### src/rtl/core/tsom_pkg.sv
// types, codes and constants shared by the timestamp option marker
package tsom_pkg;

   localparam int AREA_W               = 6;
   localparam int MAX_OPTION_BYTES_DEF = 40;

   // walk phases
   localparam logic [1:0] PH_KIND = 2'd0;
   localparam logic [1:0] PH_LEN  = 2'd1;
   localparam logic [1:0] PH_BODY = 2'd2;
   localparam logic [1:0] PH_DONE = 2'd3;

   // option kinds and limits
   localparam logic [7:0] KIND_EOL    = 8'd0;
   localparam logic [7:0] KIND_NOP    = 8'd1;
   localparam logic [7:0] KIND_TS     = 8'd8;
   localparam logic [7:0] MIN_OPT_LEN = 8'd2;
   localparam logic [AREA_W-1:0] TS_ROOM = AREA_W'(10);

   // timestamp byte offsets
   localparam logic [3:0] TS_VAL_FIRST = 4'd2;
   localparam logic [3:0] TS_VAL_LAST  = 4'd5;
   localparam logic [3:0] TS_ECR_FIRST = 4'd6;
   localparam logic [3:0] TS_ECR_LAST  = 4'd9;

   typedef struct packed {
      logic [7:0]        data_byte;
      logic [AREA_W-1:0] area_len;
      logic              first;
   } req_type;

   typedef struct packed {
      logic [7:0] out_byte;
      logic       out_last;
      logic       ts_rewritten;
      logic       bad_length;
   } rsp_type;

endpackage

### src/rtl/core/tcp_timestamp_option_marker_unit.sv
// top level of the tcp timestamp option marker
// Walks the TCP option area one byte per request and passes every byte on,
// setting bit 0 of the last byte of tsval and of tsecr when that value is
// nonzero in the first timestamp option that fits in the area; the walk
// stops there, at an EOL, or at an option length below 2 (flagged as
// bad_length on the last byte). One request is taken every cycle while the
// unit has room, and each response passes through two registers: the
// request register, then the walker into the response register. Throughput
// is set by the walker state, which is updated once per byte; a stalled
// response register stalls the request register behind it, and the
// request side keeps taking bytes as long as one of the two has room.
module tcp_timestamp_option_marker_unit
   import tsom_pkg::*;
#(
   parameter int MAX_OPTION_BYTES = MAX_OPTION_BYTES_DEF
) (
   input  logic    clock,
   input  logic    reset,
   input  logic    req_valid,
   output logic    req_ready,
   input  req_type req_payload,
   output logic    rsp_valid,
   input  logic    rsp_ready,
   output rsp_type rsp_payload
);

   // request register
   logic    req_valid_ff;
   req_type req_payload_ff;
   // response register
   logic    rsp_valid_ff;
   rsp_type rsp_payload_ff;

   rsp_type walk_result;
   logic    advance;

   // move a byte through the walker when the response slot is free or leaving
   assign advance   = req_valid_ff & (~rsp_valid_ff | rsp_ready);
   assign req_ready = ~req_valid_ff | advance;

   tsom_walker #(
      .MAX_OPTION_BYTES(MAX_OPTION_BYTES)
   ) u_walker (
      .clock (clock),
      .reset (reset),
      .step  (advance),
      .item  (req_payload_ff),
      .result(walk_result)
   );

   always_ff @(posedge clock) begin
      if (reset) begin
         req_valid_ff <= 1'b0;
      end else if (req_ready) begin
         req_valid_ff <= req_valid;
      end
   end

   // payload holds no reset
   always_ff @(posedge clock) begin
      if (req_ready && req_valid) begin
         req_payload_ff <= req_payload;
      end
   end

   always_ff @(posedge clock) begin
      if (reset) begin
         rsp_valid_ff <= 1'b0;
      end else if (advance) begin
         rsp_valid_ff <= 1'b1;
      end else if (rsp_ready) begin
         rsp_valid_ff <= 1'b0;
      end
   end

   always_ff @(posedge clock) begin
      if (advance) begin
         rsp_payload_ff <= walk_result;
      end
   end

   assign rsp_valid   = rsp_valid_ff;
   assign rsp_payload = rsp_payload_ff;

endmodule

### src/rtl/core/tsom_walker.sv
// option walk state and per-byte rewrite logic
module tsom_walker
   import tsom_pkg::*;
#(
   parameter int MAX_OPTION_BYTES = MAX_OPTION_BYTES_DEF
) (
   input  logic    clock,
   input  logic    reset,
   input  logic    step,
   input  req_type item,
   output rsp_type result
);

   logic [1:0]        phase_ff, phase_cur, phase_in;
   logic [AREA_W-1:0] area_ff, area_cur, area_in, area_start;
   logic [7:0]        opt_ff, opt_cur, opt_in, opt_dec;
   logic [3:0]        pos_ff, pos_cur, pos_in;
   logic              vnz_ff, vnz_cur, vnz_in;
   logic              enz_ff, enz_cur, enz_in;
   logic              seen_ff, seen_cur, seen_in;
   logic              fault_ff, fault_cur, fault_in;
   logic [7:0]        b, o;
   logic              last;

   assign b = item.data_byte;

   // saturate the area length, zero taken as one
   always_comb begin
      if (item.area_len > AREA_W'(MAX_OPTION_BYTES)) begin
         area_start = AREA_W'(MAX_OPTION_BYTES);
      end else if (item.area_len == '0) begin
         area_start = AREA_W'(1);
      end else begin
         area_start = item.area_len;
      end
   end

   // state seen by this byte: fresh on the first byte of a segment
   always_comb begin
      if (item.first) begin
         phase_cur = PH_KIND;
         area_cur  = area_start;
         opt_cur   = '0;
         pos_cur   = '0;
         vnz_cur   = 1'b0;
         enz_cur   = 1'b0;
         seen_cur  = 1'b0;
         fault_cur = 1'b0;
      end else begin
         phase_cur = phase_ff;
         area_cur  = area_ff;
         opt_cur   = opt_ff;
         pos_cur   = pos_ff;
         vnz_cur   = vnz_ff;
         enz_cur   = enz_ff;
         seen_cur  = seen_ff;
         fault_cur = fault_ff;
      end
   end

   assign opt_dec = (opt_cur != '0) ? opt_cur - 8'd1 : '0;

   always_comb begin
      phase_in = phase_cur;
      area_in  = area_cur;
      opt_in   = opt_cur;
      pos_in   = pos_cur;
      vnz_in   = vnz_cur;
      enz_in   = enz_cur;
      seen_in  = seen_cur;
      fault_in = fault_cur;
      o        = b;
      last     = 1'b0;
      if (area_cur != '0) begin
         last    = (area_cur == AREA_W'(1));
         area_in = area_cur - AREA_W'(1);
         unique case (phase_cur)
            PH_KIND: begin
               if (b == KIND_EOL) begin
                  phase_in = PH_DONE;
               end else if (b == KIND_NOP) begin
                  phase_in = PH_KIND;
               end else if (b == KIND_TS && area_cur >= TS_ROOM) begin
                  seen_in  = 1'b1;
                  pos_in   = 4'd1;
                  vnz_in   = 1'b0;
                  enz_in   = 1'b0;
                  phase_in = PH_BODY;
               end else begin
                  phase_in = PH_LEN;
               end
            end
            PH_LEN: begin
               if (b < MIN_OPT_LEN) begin
                  fault_in = 1'b1;
                  phase_in = PH_DONE;
               end else begin
                  opt_in   = b - MIN_OPT_LEN;
                  phase_in = (b == MIN_OPT_LEN) ? PH_KIND : PH_BODY;
               end
            end
            PH_BODY: begin
               if (pos_cur != '0) begin
                  if (pos_cur >= TS_VAL_FIRST && pos_cur <= TS_VAL_LAST) begin
                     vnz_in = vnz_cur | (b != '0);
                     if (pos_cur == TS_VAL_LAST && vnz_in) begin
                        o = b | 8'd1;
                     end
                  end else if (pos_cur >= TS_ECR_FIRST && pos_cur <= TS_ECR_LAST) begin
                     enz_in = enz_cur | (b != '0);
                     if (pos_cur == TS_ECR_LAST && enz_in) begin
                        o = b | 8'd1;
                     end
                  end
                  if (pos_cur >= TS_ECR_LAST) begin
                     pos_in   = '0;
                     phase_in = PH_DONE;
                  end else begin
                     pos_in = pos_cur + 4'd1;
                  end
               end else begin
                  opt_in = opt_dec;
                  if (opt_dec == '0) begin
                     phase_in = PH_KIND;
                  end
               end
            end
            PH_DONE: begin
            end
            default: begin
            end
         endcase
      end
   end

   assign result.out_byte     = o;
   assign result.out_last     = last;
   assign result.ts_rewritten = last & seen_in;
   assign result.bad_length   = last & fault_in;

   always_ff @(posedge clock) begin
      if (reset) begin
         phase_ff <= PH_KIND;
         area_ff  <= '0;
         opt_ff   <= '0;
         pos_ff   <= '0;
         vnz_ff   <= 1'b0;
         enz_ff   <= 1'b0;
         seen_ff  <= 1'b0;
         fault_ff <= 1'b0;
      end else if (step) begin
         phase_ff <= phase_in;
         area_ff  <= area_in;
         opt_ff   <= opt_in;
         pos_ff   <= pos_in;
         vnz_ff   <= vnz_in;
         enz_ff   <= enz_in;
         seen_ff  <= seen_in;
         fault_ff <= fault_in;
      end
   end

endmodule

### config.mk
export PLATFORM = sky130hd
export DESIGN_NAME = tcp_timestamp_option_marker_unit
export DESIGN_NICKNAME = d
export VERILOG_FILES = /design/src/rtl/core/tsom_pkg.sv /design/src/rtl/core/tcp_timestamp_option_marker_unit.sv /design/src/rtl/core/tsom_walker.sv
export SDC_FILE = /design/constraint.sdc
export NUM_CORES = 1
export LEC_CHECK = 0
export ABC_AREA = 1
export BUFFER_PORTS_ARGS = -buffer_cell sky130_fd_sc_hd__buf_4
export CORE_MARGIN = 8
export CORE_UTILIZATION = 60
export CTS_CLUSTER_DIAMETER = 150
export DETAILED_ROUTE_END_ITERATION = 10
export PLACE_DENSITY = 0.87
export SYNTH_ARGS = -nofsm -noshare
export SYNTH_HDL_FRONTEND = slang
export SYNTH_SLANG_ARGS = --single-unit
### constraint.sdc
create_clock -name clock -period 3.8 [get_ports clock]
set_input_delay 0.57 -clock clock [delete_from_list [all_inputs] [get_ports clock]]
set_output_delay 0.57 -clock clock [all_outputs]
set_load 0.005 [all_outputs]
=== After elaboration in Yosys (flattened, before gate mapping) ===
Index checks and enable logic that the tools add are counted.

* Word-level logic and storage cells: 127
* Register bits after elaboration: 52
* Output and inout port bits: 13
* Bits of input ports: 19

* Add/subtract/negate cells: 4
* Reduce and logical (&&, ||, !) cells: 15
* Order comparisons: 8
* Bitwise logic cells: 9
* Muxes and demuxes: 66
* Equality and inequality tests: 8

{| class="wikitable"
|+ Operators by type and width
! kind !! number
|-
| $mux 8 || 5
|-
| $mux 1 || 35
|-
| $mux 4 || 7
|-
| $mux 6 || 4
|-
| $mux 2 || 10
|-
| $logic_not 8->1 || 2
|-
| $pmux 8 s2 || 1
|-
| $reduce_bool 8->1 || 2
|-
| $eq 8x1->1 const B || 1
|-
| $eq 8x2->1 const B || 1
|-
| $eq 8x4->1 const B || 1
|-
| $lt 8x2->1 const B || 1
|-
| $pmux 4 s2 || 1
|-
| $sub 8x1->8 const B || 1
|-
| $sub 8x2->8 const B || 1
|-
| $eq 6x1->1 const B || 1
|-
| $ge 6x4->1 const B || 1
|-
| $gt 6x6->1 const B || 1
|-
| $logic_and 1x1->1 || 6
|-
| $logic_not 6->1 || 1
|-
| $pmux 2 s3 || 1
|-
| $reduce_bool 6->1 || 1
|-
| $sub 6x1->6 const B || 1
|-
| $add 4x1->4 const B || 1
|-
| 16 further kinds || 23
|}

=== Depth between registers and ports, before layout ===
Gate-level depths: netlist of run 1.

* Depth in word-level cells: 12
* Gate-level depth with buffers: 17
* Depth with buffers taken out: 17

=== By module ===
From an unflattened synthesis of run 1, not the netlist that was laid out.

* Cell total of the unflattened synthesis: 453
* Area, all modules: 3489.6 um^2

{| class="wikitable"
|+ By module, submodules not included
! module !! seq. area each (um^2) !! cells an instance !! instances !! area an instance (um^2)
|-
| tsom_walker || 480.5 || 415 || 1 || 2617.5
|-
| tcp_timestamp_option_marker_unit || 820.8 || 38 || 1 || 872.1
|}

=== Least setup slack after synthesis of run 1 ===
OpenSTA, ideal clock, no wires.

* Path type: reg-to-reg
* From: reg req_payload_ff[0] (netlist bit)
* To: reg u_walker.enz_ff
* Stages on the path, launching flop included: 16
* Clock period less this slack: 2.103 ns
* Slack: 1.697 ns
* Required time: 3.732 ns
* Setup time: 0.068 ns
* Arrival time: 2.035 ns
* Buffers on the path: 1
* Cell sequence: edfxtp_1 > buf_4 > nor2_1 > inv_1 > ha_1 > nand2_1 > nor2_2 > inv_1 > nand2_1 > nor2_1 > o2111ai_1 > a21oi_1 > nand2_1 > nand2_1 > nand2_1 > a21oi_2

* Word-level cells in the longest chain between the ends: 8
* Elaborated cells on any way between the ends: 25
* Classes of those cells: order compare: 5; eq/ne: 1; mux: 12; bitwise: 1; reduce/logical: 6

{| class="wikitable"
|+ Ends and longest elaborated chain
! what !! line !! text
|-
| from (decl) || tcp_timestamp_option_marker_unit.sv:29 || <nowiki>req_type req_payload_ff;</nowiki>
|-
| from (signal assigned) || tcp_timestamp_option_marker_unit.sv:62 || <nowiki>req_payload_ff <= req_payload;</nowiki>
|-
| $mux 6 or $mux 4 (tied branches) || tsom_walker.sv:40 || <nowiki>if (item.first) begin</nowiki>
|-
| $ge 6x4->1 (tied with other cells) || tsom_walker.sv:83 || <nowiki>end else if (b == KIND_TS && area_cur >= TS_ROOM) begin</nowiki>
|-
| $logic_and 1x1->1 (on tied branches) || tsom_walker.sv:83, tsom_walker.sv:109 ||
|-
| $mux 1 (on tied branches) || tsom_walker.sv:83, tsom_walker.sv:109 ||
|-
| $mux 1 (on tied branches) || tsom_walker.sv:81, tsom_walker.sv:104 ||
|-
| $mux 1 (on tied branches) || tsom_walker.sv:79, tsom_walker.sv:103 ||
|-
| $pmux 1 s2 || tsom_walker.sv:77 || <nowiki>unique case (phase_cur)</nowiki>
|-
| $mux 1 (*) || tsom_walker.sv:74 || <nowiki>if (area_cur != '0) begin</nowiki>
|-
| to (signal assigned) || tsom_walker.sv:157 || <nowiki>enz_ff <= enz_in;</nowiki>
|-
| to (decl) || tsom_walker.sv:19 || <nowiki>logic enz_ff, enz_cur, enz_in;</nowiki>
|}

Every way passes the cells marked *; elsewhere a longest branch is shown, timed or not.
A chain may end at the register's enable or synchronous reset.

=== Worst setup path after layout of run 1 ===
* From: reg req_payload_ff[0] (netlist bit)
* To: reg u_walker.opt_ff[5]

* Word-level cells in the longest chain between the ends: 6
* Elaborated cells on any way between the ends: 15
* Classes of those cells: add/sub: 1; eq/ne: 2; mux: 9; reduce/logical: 3

{| class="wikitable"
|+ Ends and longest elaborated chain
! what !! line !! text
|-
| $mux 8 || tsom_walker.sv:40 ||
|-
| $sub 8x1->8 or $reduce_bool 8->1 (tied branches) || tsom_walker.sv:61 || <nowiki>assign opt_dec = (opt_cur != '0) ? opt_cur - 8'd1 : '0;</nowiki>
|-
| $mux 8 || tsom_walker.sv:61 ||
|-
| $mux 8 || tsom_walker.sv:103 || <nowiki>if (pos_cur != '0) begin</nowiki>
|-
| $pmux 8 s2 || tsom_walker.sv:77 ||
|-
| $mux 8 (*) || tsom_walker.sv:74 ||
|-
| to (signal assigned) || tsom_walker.sv:154 || <nowiki>opt_ff <= opt_in;</nowiki>
|-
| to (decl) || tsom_walker.sv:16 || <nowiki>logic [7:0] opt_ff, opt_cur, opt_in, opt_dec;</nowiki>
|}

Marked as above.

==> run summary, run 1 <==
Status: finished, final reports clean
Total track usage: 0.196
Switching Share: 0.318
Die Ht: 90.4 um
Synth Area per Inst: 7.48 um^2
First-pass GRT wire length: 13400 um
Net Sw Power: 0.000400 W
Via density: 5.75
Share of the synthesized area in the top cell type: 0.235
Mapped cell area: 0.00332 mm^2
Initial Utilization: 0.610
Synthesized flop and latch total: 52
Cell internal pwr: 0.000858 W
Power per cell area: 341 mW/mm^2
FP Rows: 27
Gpl congestion: 0.999
Clk pwr share: 0.280
Initial antenna violation count: 0
Max stage delay on crit path: 0.38 ns
H-Tree Level Count: 2
Complex-gate fraction of the synthesized area: 0.160
Total wire length: 7980 um
Die X: 90.4 um
Largest net degree at the start of global routing: 32
Yosys top cell by area: edfxtp_1
Crit path buf inv count: 3
Period utilisation layout: 0.729
Minimum clock period: 2.77 ns
Synth Area in XOR/XNOR: 0.0317
Worst clock skew: 0.0113 ns
Synth area leaders: edfxtp_1 24%, dfxtp_1 16%, nand2_1 13%
Crit end category: register
CP Max Fanout: 20
CP startpoint kind: register
CTS buffer count: 5
Post-synthesis mux area share: 0
Crit-path cells: buf_4 -> inv_2 -> nor2_1 -> nand3_1 -> o21ai_1 -> a22oi_4 -> ha_1 -> nand3_4 -> nand2_1 -> inv_1 -> a21oi_1 -> a21oi_1
Max Cap Viol: 0
WL per Instance: 14.6 um
Hold Fails Final Rpt: 0
Starting DRT DRC Count: 331
HPWL after DPL: 5970 um
Drt pass-1 iters: 5
Synth warn: 0
Crit Path Class: reg2reg
CTS max path bufs: 2
Comb pwr share: 0.210
Largest family of logic cells by synthesized area: simple AND/OR/NAND/NOR gates
Final Max Tran Viols: 0
Vias in the first global route: 2993
Via Count: 3141
Final setup vio count: 0
Post-route DRC: 0
Post-synth EDFFs: 26
F_max: 361 MHz
Clk_lat worst skew: 0.32 ns
CP top delay family: buffers and inverters
Slew @ Worst Pin: 0.863 ns
Commonest non-fill, non-tap cell in the layout: nand2_1
Setup TNS: 0 ns
CTS clk-pin slew, worst paths: 0.11 ns
CTS Hold Bufs: 0
Final ANT Viol Nets: 0
IO buf count: 31
Ys async rst share: 0
Clock sinks: 52
Adder-cell share of the synthesized area: 0.0528
Post-CTS Setup Bufs: 0
Post-cts resize count: 0
Max transition margin: 0.424
Synth Area in Simple Gates: 0.271
Fraction of layout cells with a size suffix above 1: 0.148
Total power: 0.00126 W
Fin nets: 506
Full die area: 0.00817 mm^2
Peak supply drop: 0.000264 V
CP arrival: 2.99 ns
Commonest non-fill, non-tap cells in the layout: 118 x nand2_1, 59 x inv_1, 36 x a21oi_1, 33 x buf_4, 29 x nor2_1
Synth Flop Type: edfxtp_1
Hold Crit Class: in2reg
Remaining global-route overflow: 0
Crit path top cell by count: a21oi_1
Unique masters post-synth: 37
N_diodes: 0
Sequential share of power: 0.509
Root Driver: clkbuf_8
RSZ-0062 raised after global routing: false
Lkg Pwr: 1.75 nW
Worst Path Required: 4.02 ns
Slowest stage cell, crit path: edfxtp_1
Synth Instances: 444
Mapped Nets: 477
Layout area overhead: 11.2%
Core area: 0.00544 mm^2
TritonCTS clock tree: built
# IOs: 32
Final core occ: 0.678
Post-synthesis sequential area ratio: 0.392
## worst paths after layout
kind	start	to	slack [ns]	cells after the start
max	req_payload_ff[0]$_DFFE_PP_	u_walker.opt_ff[5]$_SDFFE_PP0P_	1.03	12
max reg2reg	req_payload_ff[0]$_DFFE_PP_	u_walker.opt_ff[5]$_SDFFE_PP0P_	1.03	12
min	req_payload[10]	req_payload_ff[10]$_DFFE_PP_	0.41	1
min reg2reg	u_walker.area_ff[2]$_SDFFE_PP0P_	u_walker.area_ff[2]$_SDFFE_PP0P_	0.48	2
## synthesized netlist by cell type (3+ instances only)
cell        n
nand2_1   118
inv_1      59
a21oi_1    36
nor2_1     29
dfxtp_1    26
edfxtp_1   26
nand3_1    26
o21ai_0    24
ha_1       14
o22ai_1    10
nand2_2     8
xor2_1      8
a31oi_1     7
clkbuf_1    6
nor3_1      5
nand4_1     4
xnor2_1     4
a21oi_2     3
inv_2       3
nor2_2      3
nor2_4      3
o21ai_1     3
## routing by layer
layer,vias up,share of wire,GRT usage
met5,-,0,0
met4,0,0.026,0.0874
met3,25,0.076,0.0457
met2,160,0.50,0.345
met1,1435,0.39,0.219
li1,1521,-,-
## layout make-up
cell class | count | area, um^2
Clock buffer | 5 | 68.8
Clock inverter | 3 | 28.8
Fill cell | 437 | 1750
Inverter | 63 | 241
Multi-Input combinational cell | 318 | 1710
Sequential cell | 52 | 1300
Tap cell | 72 | 90.1
Timing Repair Buffer | 33 | 248
## state kept, by name, indices dropped and copies added, names as in the netlist, 2 cells and up
name	cells
u_walker.phase_ff	2
u_walker.area_ff	6
u_walker.opt_ff	8
req_payload_ff	15
rsp_payload	11
u_walker.pos_ff	4
## stage by stage
stage,hold slack [ns],area (um^2),setup WS [ns],cells
after floorplan,0.426,3320,1.70,444
after global placement,0.446,3590,1.18,538
after detailed placement,0.464,3590,1.08,538
after CTS,0.415,3690,1.06,546
after global routing,0.411,3690,0.831,546
final,0.414,3690,1.03,546
## power groups by stage
stage | Sequential [W] | Combinational [W] | Clock [W]
2_1_floorplan | 0.000649 | 0.000195 | 0
3_3_place_gp | 0.000652 | 0.000253 | 0
3_5_place_dp | 0.000654 | 0.000260 | 0
4_1_cts | 0.000641 | 0.000263 | 0.000354
5_1_grt | 0.000645 | 0.000296 | 0.000372
6_report | 0.000641 | 0.000265 | 0.000353
## kinds of logic after synthesis
| family | count (synthesis) |
|---|---|
| adders and majority gates | 14 |
| DFF | 52 |
| and+or+nand+nor | 201 |
| AOI/OAI and AO/OA | 91 |
| xor gates and xnor gates | 12 |
| buffers and inverters | 74 |
## worst register-to-register path, delay by kind of cell, from the launching register on
kind            cells  cell delay [ns]
buf+inv             3             0.70
compound gates      4             0.65
flops               1             0.38
fa+ha+maj           1             0.31
simple gates        4             0.64
Power figures use the tool's default switching activity.
==> run 2, diff against run 1 <==
--- a/config.mk
+++ b/config.mk
@@ -5,7 +5,7 @@
 export SDC_FILE = /design/constraint.sdc
 export NUM_CORES = 1
 export LEC_CHECK = 0
-export ABC_AREA = 1
+export ABC_AREA = 0
 export BUFFER_PORTS_ARGS = -buffer_cell sky130_fd_sc_hd__buf_4
 export CORE_MARGIN = 8
 export CORE_UTILIZATION = 60
==> constraint.sdc (replaced) <==
create_clock -name clock -period 2.9 [get_ports clock]
set_input_delay 0.435 -clock clock [delete_from_list [all_inputs] [get_ports clock]]
set_output_delay 0.435 -clock clock [all_outputs]
set_load 0.005 [all_outputs]
==> run 2 against run 1 <==
Compared with the run above:
- critical path depth is 5 lower
- synthesized cell count decreased by 17%
- routed wire length rose by 2.8%
- global-route usage is 0.31 points lower
- clock skew barely moved
- worst setup slack worse by 0.82 ns
- sequential share of layout area unchanged
- cell count decreased by 14%
- clock-buffer cell count unchanged
- combinational power fell by 14%
- non-clock buffer count grew 8
- synthesized area hardly changed
- largest cell class unchanged
==> run summary, run 2 <==
Crit path buf inv count: 0
RSZ-0062 raised after global routing: false
Post-route DRC: 0
Initial Utilization: 0.611
Fin nets: 430
Ys async rst share: 0
Setup TNS: 0 ns
Power per cell area: 410 mW/mm^2
Via Count: 3020
Crit-path cells: nand2b_1 -> ha_1 -> or3b_1 -> a311o_1 -> a2111o_1 -> o211ai_1 -> a311oi_1
FP Rows: 27
Initial antenna violation count: 0
Mapped cell area: 0.00332 mm^2
Unique masters post-synth: 75
Sequential share of power: 0.553
Synth warn: 0
Gpl congestion: 0.926
Core area: 0.00544 mm^2
Worst Path Required: 3.10 ns
Synth area leaders: edfxtp_1 24%, dfxtp_1 16%, ha_1 5.3%
Via density: 6.43
Clock sinks: 52
Synth Instances: 370
Peak supply drop: 0.000385 V
Setup WS pre-CTS: 0.252 ns
Commonest non-fill, non-tap cells in the layout: 41 x buf_4, 33 x nor2_1, 32 x nand2_1, 26 x edfxtp_1, 26 x dfxtp_1
Drt pass-1 iters: 5
Post-synth EDFFs: 26
Hold Fails Final Rpt: 0
Crit Path Class: reg2reg
Share of the synthesized area in the top cell type: 0.235
Final core occ: 0.678
Reg area: 0.00130 mm^2
Final hold slack: 0.284 ns
Post-CTS Setup Bufs: 0
TritonCTS clock tree: built
Synth Area per Inst: 8.98 um^2
CTS clk-pin slew, worst paths: 0.11 ns
Post-route setup slack: 0.210 ns
CP Max Fanout: 18
F_max: 372 MHz
Net Sw Power: 0.000434 W
Die Ht: 90.4 um
HPWL after DPL: 6010 um
Switching Share: 0.287
CTS buffer count: 5
Most flops, register: req_payload_ff
Comb pwr share: 0.151
Mapped Nets: 403
Multi-input gate area: 0.00182 mm^2
Hold Crit Class: in2reg
H-Tree Level Count: 2
Max Cap Viol: 0
N_diodes: 0
Fillcell total: 445
IO buf count: 31
Status: finished, final reports clean
CP top delay family: compound AO/OA/AOI/OAI gates
Fraction of layout cells with a size suffix above 1: 0.166
Commonest non-fill, non-tap cell in the layout: buf_4
Post-cts resize count: 0
Post-synthesis sequential area ratio: 0.392
Lkg Pwr: 1.41 nW
Slew @ Worst Pin: 0.670 ns
Clk pwr share: 0.297
Minimum clock period: 2.69 ns
Clk_lat worst skew: 0.32 ns
Final Max Tran Viols: 0
Root Driver: clkbuf_8
Vias in the first global route: 2838
CTS max path bufs: 2
Final setup vio count: 0
Total power: 0.00151 W
First-pass GRT wire length: 13200 um
Total wire length: 8200 um
Max stage delay on crit path: 0.63 ns
Starting DRT DRC Count: 281
Die X: 90.4 um
Worst clock skew: 0.0110 ns
Crit end category: register
Layout area overhead: 11.1%
Cell internal pwr: 0.00108 W
# IOs: 32
Slowest stage cell, crit path: edfxtp_1
Synth Flop Type: edfxtp_1
Remaining global-route overflow: 0
CTS Hold Bufs: 0
Total track usage: 0.193
Max transition margin: 0.554
WL per Instance: 17.5 um
CP startpoint kind: register
Largest net degree at the start of global routing: 22
Period utilisation layout: 0.927
Full die area: 0.00817 mm^2
CP arrival: 2.89 ns
Commonest cells post-synth: 33 x nor2_1, 32 x nand2_1, 26 x dfxtp_1, 26 x edfxtp_1, 23 x a21oi_1
Max reg flops: 15
Yosys top cell by area: edfxtp_1
Final ANT Viol Nets: 0
Top-count cell post-synth: nor2_1
Synthesized flop and latch total: 52
## run 2: cell types whose count changed in the layout (fill, tap and decap cells not counted), moves of 13 or more
cell     before  now
a21oi_1      36   23
nand2_1     118   32
nand3_1      26    6
inv_1        59   15
## run 2: per-stage QoR
stage               cell area (um^2)  instances
finish                          3690        470
global route                    3690        470
global placement                3590        462
CTS                             3690        470
detailed placement              3590        462
floorplan                       3320        370
## run 2: worst paths after layout
check        depth (start not counted)  slack, ns                              from                                end
max                                  7       0.21       req_payload_ff[0]$_DFFE_PP_  u_walker.phase_ff[1]$_SDFFE_PP0P_
max reg2reg                          7       0.21       req_payload_ff[0]$_DFFE_PP_  u_walker.phase_ff[1]$_SDFFE_PP0P_
min reg2reg                          2       0.48  u_walker.area_ff[1]$_SDFFE_PP0P_   u_walker.area_ff[1]$_SDFFE_PP0P_
min                                  1       0.28                    req_payload[9]        req_payload_ff[9]$_DFFE_PP_
## run 2: cell type report
class                      count  area share
multi-input combinational    279       0.494
tap                           72      0.0244
clock buffer                   5      0.0187
clock inverter                 3     0.00746
inverter                      18      0.0190
sequential                    52       0.353
timing repair buffer          41      0.0834
## run 2: routing by layer
| layer | global-route usage | vias to the layer above | part of all wire |
|---|---|---|---|
| met5 | 0 | - | 0 |
| met4 | 0.0624 | 0 | 0.016 |
| met3 | 0.0283 | 18 | 0.053 |
| met2 | 0.331 | 119 | 0.49 |
| met1 | 0.241 | 1441 | 0.44 |
| li1 | - | 1442 | - |
## run 2: power groups by stage
stage               Clock [W]  Combinational (W)  Sequential [W]
finish               0.000449           0.000228        0.000836
detailed placement          0           0.000223        0.000851
global placement            0           0.000217        0.000850
floorplan                   0           0.000162        0.000837
CTS                  0.000444           0.000225        0.000834
global route         0.000472           0.000247        0.000840
## run 2: cell families after synthesis
| logic type | synth area share |
|---|---|
| xor+xnor | 0.0237 |
| fa+ha+maj | 0.0527 |
| buf+inv | 0.0591 |
| compound gates | 0.252 |
| flops | 0.392 |
| mux | 0.00603 |
| simple gates | 0.215 |
==> run 3, diff against run 2 <==
--- a/config.mk
+++ b/config.mk
@@ -7,8 +7,10 @@
 export LEC_CHECK = 0
 export ABC_AREA = 0
 export BUFFER_PORTS_ARGS = -buffer_cell sky130_fd_sc_hd__buf_4
+export CELL_PAD_IN_SITES_DETAIL_PLACEMENT = 0
+export CELL_PAD_IN_SITES_GLOBAL_PLACEMENT = 1
 export CORE_MARGIN = 8
-export CORE_UTILIZATION = 60
+export CORE_UTILIZATION = 46
 export CTS_CLUSTER_DIAMETER = 150
 export DETAILED_ROUTE_END_ITERATION = 10
 export PLACE_DENSITY = 0.87
==> run 3 against run 2 <==
Compared with the run above:
- register-to-register slack got worse by 0.06 ns
- clock power is 2% lower
- routed wire length up 2.5%
- global-route usage shrank 2.2 points
- critical path depth did not move
- first-iteration DRC count down 23%
- total power shrank 0.63%
- non-clock buffer count increased by 1
- via count shrank 0.40%
==> run summary, run 3 (synthesis results as in run 2) <==
Status: finished, final reports clean
# IOs: 32
Power per cell area: 401 mW/mm^2
Final core occ: 0.525
Clock sinks: 52
Commonest non-fill, non-tap cells in the layout: 41 x buf_4, 33 x nor2_1, 32 x nand2_1, 26 x edfxtp_1, 26 x dfxtp_1
N_diodes: 0
Gpl congestion: 0.931
DP Cell Count: 490
Initial Utilization: 0.465
Starting DRT DRC Count: 216
Post-route DRC: 0
Max Cap Viol: 0
TritonCTS clock tree: built
Non-Filler Instances: 498
Worst Path Required: 3.10 ns
Via density: 6.04
CTS clk-pin slew, worst paths: 0.11 ns
WL per Instance: 16.9 um
CP startpoint kind: register
Crit Path Class: reg2reg
Lkg Pwr: 1.42 nW
CTS buffer count: 5
Total wire length: 8410 um
IO buf count: 31
Hold Fails Final Rpt: 0
Crit-path cells: nand2b_1 -> ha_1 -> or3b_1 -> a311o_1 -> a2111o_1 -> o211ai_1 -> a311oi_1
Die Ht: 101 um
Full die area: 0.0102 mm^2
Vias in the first global route: 2923
Largest net degree at the start of global routing: 21
HPWL after DPL: 6330 um
Die X: 101 um
CP Max Fanout: 18
Crit path buf inv count: 0
Post-CTS Setup Bufs: 0
Total track usage: 0.171
H-Tree Level Count: 2
Max reg flops: 15
CP top delay family: compound AO/OA/AOI/OAI gates
Remaining global-route overflow: 0
Hold Crit Class: in2reg
Peak supply drop: 0.000277 V
Initial antenna violation count: 0
Minimum clock period: 2.75 ns
Final Max Tran Viols: 0
Core area: 0.00714 mm^2
CP arrival: 2.95 ns
RSZ-0062 raised after global routing: false
Drt pass-1 iters: 5
Final ANT Viol Nets: 0
CTS Hold Bufs: 0
Slew @ Worst Pin: 0.670 ns
Setup TNS: 0 ns
Clk_lat worst skew: 0.31 ns
Max stage delay on crit path: 0.62 ns
F_max: 363 MHz
Fin nets: 431
Worst clock skew: 0.00918 ns
First-pass GRT wire length: 14100 um
Layout area overhead: 12.7%
Commonest non-fill, non-tap cell in the layout: buf_4
Fillcell total: 720
FP Rows: 31
Period utilisation layout: 0.949
Fraction of layout cells with a size suffix above 1: 0.168
Final hold slack: 0.288 ns
CTS max path bufs: 2
Slowest stage cell, crit path: edfxtp_1
Post-cts resize count: 0
Most flops, register: req_payload_ff
Root Driver: clkbuf_8
Final setup vio count: 0
Max transition margin: 0.554
Via Count: 3008
Crit end category: register
==> run 3: cell types whose count changed in the layout (fill, tap and decap cells not counted) <==
cell,before,now
buf_12,0,1
==> run 3: through the flow <==
step | area, um^2 | setup WS [ns] | total power (W)
floorplan | 3320 | 0.159 | 0.00100
global placement | 3650 | 0.208 | 0.00108
detailed placement | 3650 | 0.173 | 0.00108
CTS | 3740 | 0.166 | 0.00151
global route | 3740 | 0.0244 | 0.00157
finish | 3740 | 0.148 | 0.00150
==> run 3: final cells by class <==
class,count,area [um^2],share of cell area
clock buffer,5,68.8,0.0184
clock inverter,3,27.5,0.00735
inverter,18,70.1,0.0187
multi-input combinational,279,1820,0.487
sequential,52,1300,0.348
tap,99,124,0.0331
timing repair buffer,42,328,0.0876
==> run 3: worst register-to-register path: stages (launching register included) <==
cell and delay (ns):
edfxtp_1 0.62, nand2b_1 0.33, ha_1 0.35, or3b_1 0.36, a311o_1 0.34, a2111o_1 0.42, o211ai_1 0.11, a311oi_1 0.10
==> run 3: power by group <==
part           internal, W  total (W)  switching, W
combinational     0.000100   0.000233      0.000133
clock             0.000178   0.000438      0.000261
sequential        0.000803   0.000832     0.0000283
total              0.00108    0.00150      0.000422
==> run 3: worst paths after layout <==
check,start,slack [ns],to,depth (start not counted)
max,req_payload_ff[0]$_DFFE_PP_,0.15,u_walker.phase_ff[1]$_SDFFE_PP0P_,7
min,req_payload[11],0.29,req_payload_ff[11]$_DFFE_PP_,1
max reg2reg,req_payload_ff[0]$_DFFE_PP_,0.15,u_walker.phase_ff[1]$_SDFFE_PP0P_,7
min reg2reg,u_walker.area_ff[2]$_SDFFE_PP0P_,0.47,u_walker.area_ff[2]$_SDFFE_PP0P_,2
==> run 3: metal layers <==
metal / part of all wire / GRT usage
met5: 0 / 0
met4: 0.019 / 0.0584
met3: 0.065 / 0.0352
met2: 0.49 / 0.294
met1: 0.43 / 0.205
